`src/telemetry_poll_responder_defines.svh`:
```
// assertion macros for the telemetry poll responder
`ifndef TELEMETRY_POLL_RESPONDER_DEFINES_SVH
`define TELEMETRY_POLL_RESPONDER_DEFINES_SVH

`ifndef SYNTH
// property checked on clk_i, off while rst_ni is low
`define TPR_ASSERT(lbl, prop) \
  lbl: assert property (@(posedge clk_i) disable iff (!rst_ni) (prop)) \
    else $error("tpr assertion failed");
// condition that must never be seen
`define TPR_NEVER(lbl, cond) \
  lbl: assert property (@(posedge clk_i) disable iff (!rst_ni) !(cond)) \
    else $error("tpr forbidden condition");
`else
`define TPR_ASSERT(lbl, prop)
`define TPR_NEVER(lbl, cond)
`endif

`endif

```
`src/tpr_pkg.sv`:
```
// constants shared by the telemetry poll responder
`default_nettype none

package tpr_pkg;

  localparam int FRAME_BYTES = 10;
  localparam int SLOT_COUNT  = 6;
  localparam int CNT_W       = $clog2(FRAME_BYTES + 1);
  localparam int SLOT_W      = 3;
  localparam int VAL_W       = 24;
  localparam int MASK_W      = SLOT_COUNT;
  localparam int SCALE_W     = 7;
  localparam int PROD_W      = VAL_W + SCALE_W;
  localparam int REPLY_BYTES = 5;
  localparam int IDX_W       = 3;

  localparam logic [7:0]         POLL_HEADER   = 8'h01;
  localparam logic [7:0]         REPLY_HEADER  = 8'h01;
  localparam logic [SCALE_W-1:0] VOLT_SCALE    = 7'd100;
  localparam logic [MASK_W-1:0]  SERVABLE_MASK = 6'h3B;

  localparam logic [SLOT_W-1:0] SLOT_MOTOR_TEMP = 3'd0;
  localparam logic [SLOT_W-1:0] SLOT_ESC_TEMP   = 3'd1;
  localparam logic [SLOT_W-1:0] SLOT_RPM1       = 3'd3;
  localparam logic [SLOT_W-1:0] SLOT_RPM2       = 3'd4;
  localparam logic [SLOT_W-1:0] SLOT_VOLT       = 3'd5;

  localparam logic OP_RX_BYTE = 1'b0;
  localparam logic OP_UPDATE  = 1'b1;

endpackage

`default_nettype wire

```
`src/telemetry_poll_responder.sv`:
```
// telemetry poll responder: frame check, round robin slot pick and reply sender
// sensor updates and receiver bytes that give no reply leave it idle and ready
// a good poll walks the slot ring one slot a cycle, then multiplies in ST_MULT
// and forms the reply in ST_FORM; the reply then goes out one byte per cycle
// while the sink is ready; no new item until the fifth byte is transferred
// asynchronous active-low reset clears control state: slot values, mask, frame
`default_nettype none
`include "telemetry_poll_responder_defines.svh"

module telemetry_poll_responder (
  input  wire logic                         clk_i,
  input  wire logic                         rst_ni,
  input  wire logic                         cfg_we_i,
  input  wire logic [tpr_pkg::MASK_W-1:0]   cfg_wdata_i,
  input  wire logic                         in_valid_i,
  output logic                              in_ready_o,
  input  wire logic                         op_i,
  input  wire logic [7:0]                   rx_byte_i,
  input  wire logic                         frame_end_i,
  input  wire logic [tpr_pkg::SLOT_W-1:0]   sensor_slot_i,
  input  wire logic [tpr_pkg::VAL_W-1:0]    sensor_value_i,
  output logic                              out_valid_o,
  input  wire logic                         out_ready_i,
  output logic [7:0]                        tx_byte_o,
  output logic                              last_byte_o
);
  import tpr_pkg::*;

  typedef enum logic [2:0] {
    ST_IDLE,
    ST_SEARCH,
    ST_MULT,
    ST_FORM,
    ST_SEND
  } state_e;

  state_e                  state_q;
  logic [MASK_W-1:0]       mask_q;
  logic [VAL_W-1:0]        slot_values_q [SLOT_COUNT];
  logic [SLOT_W-1:0]       next_slot_q;
  logic [SLOT_W-1:0]       slot_q;
  logic [7:0]              motor_prev_q;
  logic [7:0]              esc_prev_q;
  logic [15:0]             rpm_half_q;
  logic [CNT_W-1:0]        cnt_q;
  logic [7:0]              sum_q;
  logic                    header_ok_q;
  logic                    overlong_q;
  logic [VAL_W-1:0]        val_q;
  logic [PROD_W-1:0]       prod_q;
  logic [7:0]              hi_q;
  logic [7:0]              lo_q;
  logic [7:0]              chk_q;
  logic [IDX_W-1:0]        idx_q;
  logic                    out_valid_q;
  logic [7:0]              tx_byte_q;
  logic                    last_q;

  logic [MASK_W-1:0]       servable;
  logic                    accept;
  logic                    good;
  logic [SLOT_W-1:0]       slot_inc;
  logic [7:0]              temp;
  logic [15:0]             rpm_half;
  logic [15:0]             volt_word;
  logic [7:0]              hi_d;
  logic [7:0]              lo_d;
  logic [IDX_W-1:0]        idx_next;
  logic [7:0]              next_byte;
  logic                    out_xfer;

  assign servable  = mask_q & SERVABLE_MASK;
  assign in_ready_o = (state_q == ST_IDLE);
  assign accept    = in_valid_i && in_ready_o;
  assign out_xfer  = out_valid_q && out_ready_i;
  assign out_valid_o = out_valid_q;
  assign tx_byte_o   = tx_byte_q;
  assign last_byte_o = last_q;

  assign good = !overlong_q && header_ok_q && (cnt_q == CNT_W'(FRAME_BYTES - 1))
                && (rx_byte_i == sum_q);

  assign slot_inc = (slot_q == SLOT_W'(SLOT_COUNT - 1)) ? '0 : slot_q + 1'b1;

  // reply value forming from the registered slot value and product
  always_comb begin
    temp      = (val_q[23:16] != 8'd0) ? 8'hFF : val_q[15:8];
    rpm_half  = {1'b0, val_q[23:9]};
    volt_word = (prod_q[PROD_W-1:24] != '0) ? 16'hFFFF : prod_q[23:8];
    unique case (slot_q)
      SLOT_MOTOR_TEMP: begin
        hi_d = motor_prev_q;
        lo_d = temp;
      end
      SLOT_ESC_TEMP: begin
        hi_d = esc_prev_q;
        lo_d = temp;
      end
      SLOT_RPM1: begin
        hi_d = rpm_half[15:8];
        lo_d = rpm_half[7:0];
      end
      SLOT_RPM2: begin
        hi_d = rpm_half_q[15:8];
        lo_d = rpm_half_q[7:0];
      end
      default: begin
        hi_d = volt_word[15:8];
        lo_d = volt_word[7:0];
      end
    endcase
  end

  // byte that follows the one on the output
  always_comb begin
    idx_next = idx_q + 1'b1;
    unique case (idx_next)
      3'd1:    next_byte = {{(8 - SLOT_W){1'b0}}, slot_q};
      3'd2:    next_byte = hi_q;
      3'd3:    next_byte = lo_q;
      3'd4:    next_byte = chk_q;
      default: next_byte = REPLY_HEADER;
    endcase
  end

  always_ff @(posedge clk_i or negedge rst_ni) begin
    if (!rst_ni) begin
      state_q      <= ST_IDLE;
      mask_q       <= '0;
      for (int i = 0; i < SLOT_COUNT; i++) begin
        slot_values_q[i] <= '0;
      end
      next_slot_q  <= '0;
      slot_q       <= '0;
      motor_prev_q <= '0;
      esc_prev_q   <= '0;
      rpm_half_q   <= '0;
      cnt_q        <= '0;
      sum_q        <= '0;
      header_ok_q  <= 1'b0;
      overlong_q   <= 1'b0;
      idx_q        <= '0;
      out_valid_q  <= 1'b0;
      last_q       <= 1'b0;
    end else begin
      if (cfg_we_i) begin
        mask_q <= cfg_wdata_i;
      end
      unique case (state_q)
        ST_IDLE: begin
          if (accept && op_i == OP_UPDATE) begin
            if (sensor_slot_i < SLOT_W'(SLOT_COUNT)) begin
              slot_values_q[sensor_slot_i] <= sensor_value_i;
            end
          end else if (accept && op_i == OP_RX_BYTE) begin
            if (frame_end_i) begin
              cnt_q       <= '0;
              sum_q       <= '0;
              header_ok_q <= 1'b0;
              overlong_q  <= 1'b0;
              if (good && servable != '0) begin
                slot_q  <= next_slot_q;
                state_q <= ST_SEARCH;
              end
            end else begin
              if (cnt_q == '0) begin
                header_ok_q <= (rx_byte_i == POLL_HEADER);
              end
              if (overlong_q || cnt_q >= CNT_W'(FRAME_BYTES)) begin
                overlong_q <= 1'b1;
              end else begin
                if (cnt_q < CNT_W'(FRAME_BYTES - 1)) begin
                  sum_q <= sum_q + rx_byte_i;
                end
                cnt_q <= cnt_q + 1'b1;
              end
            end
          end
        end
        ST_SEARCH: begin
          // one slot per cycle; mask was nonzero when the poll was taken
          if (servable[slot_q]) begin
            state_q <= ST_MULT;
          end else begin
            slot_q <= slot_inc;
          end
        end
        ST_MULT: begin
          val_q   <= slot_values_q[slot_q];
          prod_q  <= PROD_W'(slot_values_q[slot_q]) * PROD_W'(VOLT_SCALE);
          state_q <= ST_FORM;
        end
        ST_FORM: begin
          hi_q  <= hi_d;
          lo_q  <= lo_d;
          chk_q <= REPLY_HEADER + {{(8 - SLOT_W){1'b0}}, slot_q} + hi_d + lo_d;
          if (slot_q == SLOT_MOTOR_TEMP) begin
            motor_prev_q <= temp;
          end
          if (slot_q == SLOT_ESC_TEMP) begin
            esc_prev_q <= temp;
          end
          if (slot_q == SLOT_RPM1) begin
            rpm_half_q <= rpm_half;
          end
          next_slot_q <= slot_inc;
          idx_q       <= '0;
          tx_byte_q   <= REPLY_HEADER;
          last_q      <= 1'b0;
          out_valid_q <= 1'b1;
          state_q     <= ST_SEND;
        end
        ST_SEND: begin
          if (out_xfer) begin
            if (last_q) begin
              out_valid_q <= 1'b0;
              last_q      <= 1'b0;
              state_q     <= ST_IDLE;
            end else begin
              idx_q     <= idx_next;
              tx_byte_q <= next_byte;
              last_q    <= (idx_next == IDX_W'(REPLY_BYTES - 1));
            end
          end
        end
        default: begin
          state_q <= ST_IDLE;
        end
      endcase
    end
  end

  `TPR_ASSERT(a_last_ends_reply, out_xfer && last_q |=> !out_valid_q && in_ready_o)
  `TPR_NEVER(a_ready_while_sending, in_ready_o && out_valid_q)
  `TPR_NEVER(a_next_slot_range, next_slot_q >= SLOT_W'(SLOT_COUNT))
  `TPR_NEVER(a_count_range, cnt_q > CNT_W'(FRAME_BYTES))

endmodule

`default_nettype wire
```
`config.mk`:
```
export PLATFORM = sky130hd
export DESIGN_NAME = telemetry_poll_responder
export DESIGN_NICKNAME = d
export VERILOG_FILES = /design/src/tpr_pkg.sv /design/src/telemetry_poll_responder.sv
export VERILOG_INCLUDE_DIRS = /design/src /design/src/src
export SDC_FILE = /design/constraint.sdc
export NUM_CORES = 1
export LEC_CHECK = 0
export ABC_AREA = 1
export BUFFER_PORTS_ARGS = -buffer_cell sky130_fd_sc_hd__buf_2
export CORE_UTILIZATION = 63
export CTS_CLUSTER_SIZE = 20
export DETAILED_ROUTE_END_ITERATION = 16
export GPL_TIMING_DRIVEN = 0
export PLACE_DENSITY = 0.88
export SLEW_MARGIN = 10
export SYNTH_ARGS = -nofsm -noshare
export SYNTH_HDL_FRONTEND = slang
export SYNTH_SLANG_ARGS = --single-unit
```
`constraint.sdc`:
```
create_clock -name clk_i -period 5.85 [get_ports clk_i]
set_input_delay 1.17 -clock clk_i [delete_from_list [all_inputs] [get_ports clk_i]]
set_output_delay 1.17 -clock clk_i [all_outputs]
set_load 0.01 [all_outputs]
```
==> run_results.csv, run 1 <==
group,metric,value,unit
outcome,status,"complete, no violations",
job,cap_viol_max_count,0,
grt,grt-ovfl-total,0,
clock_tree,clockRootBuffer,"clkbuf_16",
power_and_ir_drop,powerDensity,381,nW/um^2
synthesis,synth_edf_count,71,
critical_path,arrival,5.83,ns
clock_tree,ctsResizeCount,0,
die,die_y,158,um
die,initial_core_util,0.647,
power_and_ir_drop,vdd_drop_max,0.357,mV
critical_path,worst_r2r_path_depth,23,
drt,drc,0,
synthesis,synthFlopType,"dfrtp_1",
drt,antenna_left,0,
sta,slew_headroom,0.443,
clock_tree,clk-insertion-delay-late,0.56,ns
sta,final_max_slew_viol_count,0,
power_and_ir_drop,finalPower,6.49,mW
power_and_ir_drop,leakagePower,8.31,nW
layout,fin_area,17100,um^2
grt,grt_usage,0.338,
critical_path,cpMostUsedCell,"nand2_1",
layout,syn2layout_area_growth,11.3,%
layout,drive_above_1_share,0.0851,
critical_path,reg2reg_to,"prod_q[30]$_DFFE_PP_",
synthesis,async_reset_ff_frac,0.746,
synthesis,synth_nets,1884,
sta,rsz0062_at_grt,"no",
grt,use_met3,0.0506,
clock_tree,postCtsSetupBuffers,0,
synthesis,synth_seq_area_share,0.479,
sta,hold_viol,0,
placed_design,gp_congestion,0.960,
die,die_width,158,um
drt,drt_wl_total,40500,um
sta,fin_crit_sh,0.946,
synthesis,avgSynthCellArea,8.96,um^2
critical_path,cp-end-kind,"flop",
critical_path,worstPathRequired,6.15,ns
synthesis,syn_inst,1711,
synthesis,synthesis.area,15300,um^2
grt,gr-max-usage-layer,"met2",
synthesis,ys_ff_latch,279,
critical_path,cp_top_family,"adder cells",
critical_path,slowest_stage,"clkbuf_1",
placed_design,dp.cells,2090,
clock_tree,htreeDepth,1,
drt,vias_per_cell,6.10,
worst_hold_path,whs_path_depth,2,
grt,antenna_found_initial,0,
placed_design,portBuffers,56,
clock_tree,cts_sinks,279,
critical_path,r2r-start,"slot_q[0]$_DFFE_PN0P_",
critical_path,critPathMaxFanout,10,
layout,fin_cells,2141,
die,fp.coreArea,23700,um^2
critical_path,max_stage_delay,0.55,ns
worst_hold_path,hold_path_class,"reg -> reg",
die,io_pins,59,
layout,finalNetCount,1974,
sta,tightest_slew,0.835,ns
drt,first_pass_iters,6,
sta,timing.fmax,0.181,GHz
critical_path,cp-start-kind,"flop",
clock_tree,cts_made_buffers,28,
sta,setup_viol,0,
critical_path,path_cells,"buf_6 > nand2_1 > inv_1 > clkbuf_1 > a22oi_1 > nand2_1 > nand2_1 > o221ai_1 > ha_1 > ha_1 > inv_1 > fa_1 > inv_1 > ha_1 > a21oi_1 > inv_1 > nor2_1 > a21boi_0 > nor2_1 > a211oi_1 > nand2_1 > nand2_1 > nand2_1",
grt,met2_usage,0.578,
grt,grt_start_max_net_pins,84,
critical_path,path_class,"reg -> reg",
placed_design,detailed_place_hpwl,29000,um
clock_tree,tritoncts,"yes",
sta,fin_skew,0.0272,ns
grt,met1_usage,0.426,
critical_path,critical_path_depth,23,
grt,grt_pass1_wl,65400,um
clock_tree,clk_pin_slew_worst_paths,0.06,ns
die,dieArea,24900,um^2
sta,fin_crit,5.54,ns
grt,grt_pass1_vias,13002,
layout,antenna_cells,0,
worst_hold_path,hold_end,"slot_values_q[137]$_DFFE_PN0P_",
drt,avgRoutedWirePerCell,18.9,um
drt,via_count,13057,
placed_design,placed_cell_area,16100,um^2
synthesis,yosys_warnings,0,
die,num_rows,56,
drt,drt-initial-drc-count,1394,
synthesis,synth_cell_types,53,
worst_hold_path,hp-start,"slot_values_q[137]$_DFFE_PN0P_",
clock_tree,cts.path.max_buffers,3,
clock_tree,hold_buffers,0,
critical_path,r2r_slack,0.31,ns
critical_path,worst-path-buf-inv,6,
-- metrics by stage --
step	TNS, ns	hold WS (ns)	worst slack (ns)	util
final	0	0.489	0.314	0.720
after global routing	0	0.505	0.102	0.720
after detailed placement	0	0.473	0.554	0.680
after global placement	-109.66	0.461	-2.14	0.676
after CTS	0	0.489	0.473	0.720
after floorplan	0	0.445	1.67	-
-- flip-flops by register name, summed over array words and instances, names as in the netlist, 8 cells and up --
register / count
lo_q: 8
slot_values_q: 144
tx_byte_o: 8
sum_q: 8
hi_q: 8
chk_q: 8
esc_prev_q: 8
rpm_half_q: 15
prod_q: 23
motor_prev_q: 8
val_q: 16
-- logic make-up after synthesis --
logic type	synth area share
simple gates	0.151
flops	0.479
xor+xnor	0.0171
fa+ha+maj	0.113
buf+inv	0.0797
compound gates	0.156
mux	0.00514
-- routing by layer --
metal,wire (um),vias up
met2,19700,705
met1,15500,6291
met3,3300,157
met4,1870,0
li1,-,5904
met5,0,-
-- Yosys cell counts (15+ instances only) --
| cell | count | area (um^2) |
|---|---|---|
| dfrtp_1 | 208 | 5200 |
| edfxtp_1 | 71 | 2130 |
| o221ai_1 | 19 | 166 |
| fa_1 | 22 | 440 |
| nand3_1 | 48 | 240 |
| nor3_1 | 15 | 75.1 |
| clkbuf_1 | 48 | 180 |
| xor2_1 | 24 | 210 |
| o21ai_0 | 180 | 901 |
| inv_1 | 251 | 942 |
| a21oi_1 | 90 | 450 |
| a22oi_1 | 44 | 330 |
| ha_1 | 103 | 1290 |
| nor2_1 | 98 | 368 |
| nand2_1 | 345 | 1290 |
-- worst max-delay path by stage --
stage,slack [ns],end,start
final,0.31,prod_q[30]$_DFFE_PP_,slot_q[0]$_DFFE_PN0P_
after global routing,0.10,prod_q[30]$_DFFE_PP_,slot_q[0]$_DFFE_PN0P_
after floorplan,1.67,prod_q[30]$_DFFE_PP_,slot_q[0]$_DFFE_PN0P_
after detailed placement,0.55,prod_q[30]$_DFFE_PP_,slot_q[0]$_DFFE_PN0P_
after CTS,0.47,prod_q[30]$_DFFE_PP_,slot_q[0]$_DFFE_PN0P_
after global placement,-2.14,prod_q[28]$_DFFE_PP_,rst_ni
-- cells in the final DEF (no fill, tap or decap), types with 13 or more instances in the layout --
| cell type | netlist | layout |
|---|---|---|
| xor2_1 | 24 | 24 |
| edfxtp_1 | 71 | 71 |
| nand3_1 | 48 | 48 |
| nor3_1 | 15 | 15 |
| ha_1 | 103 | 103 |
| a21oi_1 | 90 | 90 |
| inv_1 | 251 | 251 |
| nand4_1 | 14 | 14 |
| clkbuf_16 | 0 | 29 |
| o221ai_1 | 19 | 19 |
| clkbuf_1 | 48 | 57 |
| dfrtp_1 | 208 | 208 |
| nand2_1 | 345 | 345 |
| nor2_1 | 98 | 96 |
| buf_2 | 7 | 62 |
| a22oi_1 | 44 | 44 |
| a31oi_1 | 13 | 13 |
| o21ai_0 | 180 | 180 |
| fa_1 | 22 | 22 |
-- cell type report --
| cell class | count | area [um^2] |
|---|---|---|
| flip-flops and latches | 279 | 7340 |
| multi-input cells | 1112 | 6770 |
| fillers | 1677 | 6630 |
| inverters | 262 | 983 |
| clock buffers | 40 | 787 |
| well taps | 319 | 399 |
| repair buffers | 60 | 380 |
| plain buffers | 58 | 238 |
| clock inverters | 11 | 153 |
-- where the power goes --
part | switching (mW) | leakage (nW) | internal (mW)
Clock | 0.761 | 0.459 | 1.07
Sequential | 0.158 | 3.31 | 2.33
Combinational | 1.39 | 4.54 | 0.777
-- tightest hold or removal path: cells and delay by family (launching register included) --
family / cells / cell delay, ns
compound gates: 1 / 0.06
flops: 1 / 0.34
simple gates: 1 / 0.05
No activity file was read; power rests on OpenSTA's default activity.
==> inputs of run 2 (changes only) <==
Settings changed: REMOVE_ABC_BUFFERS set to 1.
==> run 2 against run 1 <==
- non-clock buffer count is 50 lower
- die area stayed put
- fmax is 1.4% lower
- critical endpoint unchanged
- critical path type unchanged
- critical path depth is 5 lower
- the flow now finishes with violations (DRC)
==> run_results.csv, run 2 (synthesis gave the netlist of run 1 again) <==
group,metric,value,unit
drt,antenna_left,0,
worst_hold_path,hold_path_class,"reg -> reg",
drt,drc,1,
layout,final_cell_mix,"345 x nand2_1, 249 x inv_1, 206 x dfrtp_1, 180 x o21ai_0, 103 x ha_1",
die,io_pins,59,
drt,avgRoutedWirePerCell,17.8,um
power_and_ir_drop,leakagePower,8.25,nW
clock_tree,cts.path.max_buffers,3,
die,dieArea,24900,um^2
sta,final_max_slew_viol_count,0,
layout,reg_top3,"slot_values_q: 144 flops, prod_q: 23 flops, val_q: 16 flops",
sta,hold_viol,0,
sta,timing.fmax,0.178,GHz
critical_path,r2r_slack,0.23,ns
critical_path,cp-end-kind,"flop",
placed_design,dpl_worst_slack,-0.159,ns
critical_path,slowest_stage,"dfrtp_1",
placed_design,dp.cells,2040,
drt,drt_wl_total,37200,um
placed_design,portBuffers,57,
layout,largest-register,"slot_values_q",
critical_path,reg2reg_to,"prod_q[30]$_DFFE_PP_",
die,num_rows,56,
power_and_ir_drop,p_sw,2.26,mW
power_and_ir_drop,power_frac_clock,0.281,
power_and_ir_drop,pwr-share-seq,0.387,
layout,drive_above_1_share,0.0958,
grt,grt-ovfl-total,0,
placed_design,gp_congestion,0.918,
grt,grt_usage,0.307,
sta,setup_viol,0,
drt,drt-initial-drc-count,1256,
layout,seqCellArea,7340,um^2
power_and_ir_drop,p_comb_frac,0.332,
critical_path,path_class,"reg -> reg",
layout,finalNetCount,1927,
outcome,violations,"DRC",
die,die_y,158,um
drt,first_pass_iters,12,
sta,holdWs,0.484,ns
layout,syn2layout_area_growth,11.0,%
power_and_ir_drop,p_sw_frac,0.352,
critical_path,worst_r2r_path_depth,18,
layout,final_common_cell,"nand2_1",
drt,vias_per_cell,5.96,
sta,rsz0062_at_grt,"no",
die,initial_core_util,0.647,
clock_tree,cts_sinks,279,
die,fp.coreArea,23700,um^2
clock_tree,clk-insertion-delay-late,0.55,ns
critical_path,r2r-start,"slot_q[2]$_DFFE_PN0P_",
sta,tightest_slew,1.04,ns
layout,n_fill_cell,1656,
critical_path,worstPathRequired,6.15,ns
clock_tree,clk_pin_slew_worst_paths,0.06,ns
layout,multi_input_area,6850,um^2
clock_tree,hold_buffers,0,
clock_tree,tritoncts,"yes",
worst_hold_path,hp-start,"slot_values_q[79]$_DFFE_PN0P_",
sta,fin_crit_sh,0.960,
grt,grt_pass1_vias,12655,
critical_path,path_cells,"nand2_2 > nor2_4 > inv_2 > o221ai_1 > ha_1 > ha_1 > inv_1 > fa_1 > inv_1 > ha_1 > a21oi_1 > o21ai_0 > a21boi_0 > nor2_1 > a211oi_1 > nand2_1 > nand2_1 > nand2_1",
critical_path,critPathMaxFanout,17,
placed_design,placed_cell_area,16000,um^2
power_and_ir_drop,internal-power,4.16,mW
grt,grt_start_max_net_pins,119,
critical_path,cp-start-kind,"flop",
layout,antenna_cells,0,
sta,setup_ws,0.234,ns
sta,tns,0,ns
clock_tree,cts_made_buffers,28,
placed_design,detailed_place_hpwl,25700,um
die,die_width,158,um
power_and_ir_drop,finalPower,6.42,mW
sta,slew_headroom,0.308,
sta,fin_skew,0.0150,ns
critical_path,max_stage_delay,0.86,ns
outcome,status,"finished with violations",
critical_path,arrival,5.92,ns
clock_tree,clockRootBuffer,"clkbuf_16",
job,cap_viol_max_count,0,
clock_tree,htreeDepth,1,
critical_path,endpoint,"prod_q[30]$_DFFE_PP_",
power_and_ir_drop,powerDensity,378,nW/um^2
layout,largest_register_ffs,144,
layout,final_core_util,0.718,
drt,via_count,12466,
grt,antenna_found_initial,0,
grt,grt_pass1_wl,60600,um
layout,fin_cells,2093,
worst_hold_path,whs_path_depth,2,
critical_path,critPathLaunch,"slot_q[2]$_DFFE_PN0P_",
sta,fin_crit,5.62,ns
layout,fin_area,17000,um^2
power_and_ir_drop,vdd_drop_max,0.272,mV
## run 2: cell count changes in the layout (fill, tap and decap cells not counted), sizes merged
cell      delta
clkbuf      -51
clkinv       +2
inv          -2
nor2         +1
buf          -2
clkinvlp     +4
## run 2: cell type report
cell class | instances | share of cell area
repair buffers | 68 | 0.0293
well taps | 319 | 0.0235
multi-input cells | 1113 | 0.403
repair inverters | 2 | 0.000589
clock buffers | 37 | 0.0455
clock inverters | 13 | 0.00853
inverters | 262 | 0.0583
flip-flops and latches | 279 | 0.432
## run 2: routing by layer
| metal | routed length, um | vias up | GRT usage |
|---|---|---|---|
| met5 | 0 | - | 0 |
| li1 | - | 5806 | - |
| met3 | 2720 | 135 | 0.0383 |
| met1 | 14700 | 5943 | 0.380 |
| met2 | 18200 | 582 | 0.537 |
| met4 | 1500 | 0 | 0.142 |
## run 2: worst min path at each step
| stage | endpoint |
|---|---|
| 2_1_floorplan | next_slot_q[0]$_DFFE_PN0P_ |
| 3_5_place_dp | slot_values_q[94]$_DFFE_PN0P_ |
| 3_3_place_gp | next_slot_q[2]$_DFFE_PN0P_ |
| 6_report | slot_values_q[79]$_DFFE_PN0P_ |
| 5_1_grt | slot_values_q[8]$_DFFE_PN0P_ |
| 4_1_cts | slot_values_q[94]$_DFFE_PN0P_ |
## run 2: critical path, delay by kind of cell (launching register included)
family	cells	cell delay, ns
AOI/OAI and AO/OA	5	1.82
adders and majority gates	4	1.51
DFF	1	0.86
and+or+nand+nor	6	0.77
buffers and inverters	3	0.38
## run 2: timing repair
action | CTS | global route
cloned | 0 | 3
setup buffers | 0 | 0
resized for setup | 5 | 6
hold endpoints to repair | 0 | 0
endpoints found under the setup margin | 10 | 12
pin swaps | 1 | 1
## run 2: power groups by stage
stage,Combinational [mW],Sequential [mW],Clock [mW]
6_report,2.13,2.49,1.80
3_5_place_dp,2.08,2.51,0
5_1_grt,2.41,2.51,1.89
3_3_place_gp,1.98,2.49,0
4_1_cts,2.11,2.48,1.81
2_1_floorplan,1.54,2.47,0
==> inputs of run 3 (changes only) <==
Settings changed: PLACE_DENSITY 0.88 to not set, PLACE_DENSITY_LB_ADDON set to 0.08.
==> run 3 against run 2 <==
- first-iteration DRC count down 14%
- worst setup slack better by 0.019 ns
- sequential share of layout area barely moved
- sequential power about the same
- routed wire length down 3.9%
- via count fell by 3.4%
- clock skew down 0.0045 ns
- sequential cell count stayed put
- the flow now finishes without violations
- largest cell class unchanged
- combinational power down 2%
- fmax up 0.34%
==> run_results.csv, run 3 (synthesis gave the netlist of run 1 again) <==
group,metric,value,unit
outcome,status,"complete, no violations",
power_and_ir_drop,vdd_drop_max,0.277,mV
layout,finalNetCount,1930,
job,cap_viol_max_count,0,
drt,antenna_left,0,
power_and_ir_drop,leakagePower,8.26,nW
sta,rsz0062_at_grt,"no",
drt,vias_per_cell,5.74,
placed_design,placed_cell_area,16000,um^2
sta,tightest_slew,0.999,ns
die,die_y,158,um
drt,via_count,12043,
drt,highest-signal-layer,"met4",
drt,drc,0,
clock_tree,clk-insertion-delay-late,0.55,ns
die,die_width,158,um
critical_path,r2r-start,"slot_q[1]$_DFFE_PN0P_",
clock_tree,cts_sinks,279,
drt,wl_met3,2020,um
sta,slew_headroom,0.333,
drt,drt-initial-drc-count,1077,
layout,final_common_cell,"nand2_1",
layout,syn2layout_area_growth,11.1,%
placed_design,portBuffers,57,
layout,antenna_cells,0,
die,initial_core_util,0.647,
critical_path,worstPathRequired,6.15,ns
power_and_ir_drop,finalPower,6.34,mW
grt,antenna_found_initial,0,
worst_hold_path,hold_path_class,"reg -> reg",
layout,reg_top3,"slot_values_q: 144 flops, prod_q: 23 flops, val_q: 16 flops",
die,num_rows,56,
layout,final_cell_mix,"345 x nand2_1, 249 x inv_1, 207 x dfrtp_1, 180 x o21ai_0, 103 x ha_1",
die,dieArea,24900,um^2
critical_path,path_class,"reg -> reg",
die,io_pins,59,
clock_tree,clockRootBuffer,"clkbuf_16",
die,fp.coreArea,23700,um^2
sta,timing.fmax,0.179,GHz
critical_path,cp-start-kind,"flop",
critical_path,arrival,5.90,ns
sta,setup_viol,0,
critical_path,critPathMaxFanout,19,
layout,final_core_util,0.719,
grt,grt_pass1_wl,58200,um
drt,avgRoutedWirePerCell,17.0,um
grt,grt-ovfl-total,0,
sta,final_max_slew_viol_count,0,
layout,n_fill_cell,1888,
drt,wl_met1,15400,um
clock_tree,htreeDepth,1,
clock_tree,cts.path.max_buffers,3,
layout,drive_above_1_share,0.0961,
power_and_ir_drop,powerDensity,373,nW/um^2
critical_path,critPathLaunch,"slot_q[1]$_DFFE_PN0P_",
clock_tree,cts_made_buffers,31,
grt,grt_start_max_net_pins,115,
grt,grt_pass1_vias,11712,
sta,hold_viol,0,
layout,largest_register_ffs,144,
layout,largest-register,"slot_values_q",
placed_design,detailed_place_hpwl,25100,um
placed_design,gp_congestion,0.893,
sta,fin_skew,0.0105,ns
sta,fin_crit,5.60,ns
critical_path,cp-end-kind,"flop",
drt,first_pass_iters,5,
grt,grt_usage,0.297,
clock_tree,clk_pin_slew_worst_paths,0.06,ns
clock_tree,tritoncts,"yes",
layout,fin_area,17000,um^2
sta,fin_crit_sh,0.957,
drt,drt_wl_total,35800,um
worst_hold_path,hp-start,"next_slot_q[2]$_DFFE_PN0P_",
drt,wl_met2,17100,um
run 3: cell types whose count changed in the layout (fill, tap and decap cells not counted), moves of 2 or more:
cell	before	now
clkbuf_16	28	32
bufinv_16	3	0
clkbuf_8	4	1
clkbuf_1	5	7
clkinv_1	6	8
clkinv_2	4	6
run 3: final cells by class:
| type | instances | area, um^2 | share of cell area |
|---|---|---|---|
| Timing Repair Buffer | 69 | 517 | 0.0304 |
| Clock buffer | 40 | 841 | 0.0494 |
| Timing Repair inverter | 1 | 5.00 | 0.000294 |
| Tap cell | 319 | 399 | 0.0235 |
| Inverter | 262 | 991 | 0.0582 |
| Sequential cell | 279 | 7340 | 0.431 |
| Multi-Input combinational cell | 1113 | 6850 | 0.403 |
| Clock inverter | 15 | 73.8 | 0.00434 |
run 3: critical path, stage by stage, from the launching register on:
cell and delay, ns:
dfrtp_1 0.74, nor2_4 0.22, nand2_2 0.57, clkinvlp_4 0.48
a221o_1 0.54, ha_1 0.34, ha_1 0.29, inv_1 0.05
fa_1 0.50, inv_1 0.04, ha_1 0.39, a21oi_1 0.27
o21ai_0 0.16, o21bai_1 0.19, a21oi_1 0.28, o21bai_1 0.12
xor2_1 0.15
run 3: worst paths after layout:
check | to | slack (ns) | cells past startpoint
min in group asynchronous | overlong_q$_DFFE_PN0P_ | 0.61 | 1
min | next_slot_q[2]$_DFFE_PN0P_ | 0.48 | 2
min reg2reg | next_slot_q[2]$_DFFE_PN0P_ | 0.48 | 2
max | prod_q[24]$_DFFE_PP_ | 0.25 | 16
max reg2reg | prod_q[24]$_DFFE_PP_ | 0.25 | 16
max in group asynchronous | slot_values_q[20]$_DFFE_PN0P_ | 4.17 | 2
run 3: timing repair:
item                                    CTS  global route
buffers inserted                          0             0
endpoints found under the setup margin   10            11
hold buffers                              0             0
cloned                                    0             2
pin swaps                                 1             1
hold endpoints to repair                  0             0
gates resized for setup                   7             2
run 3: per-stage QoR:
stage,cells,hold WS (ns),setup slack [ns],setup TNS [ns]
finish,2098,0.478,0.253,0
global route,2098,0.500,0.0122,0
CTS,2096,0.479,0.0427,0
detailed placement,2041,0.465,-0.217,-1.19
global placement,2029,0.458,-2.28,-121.02
floorplan,1653,0.445,1.45,0
run 3: power breakdown:
group,switching (mW),internal (mW)
logic,1.32,0.775
clock network,0.763,1.00
registers,0.149,2.33
total,2.23,4.11
run 3: layer usage:
metal	up-vias	track usage
li1	5820	-
met1	5758	0.391
met2	378	0.513
met3	87	0.0339
met4	0	0.0984
met5	-	0
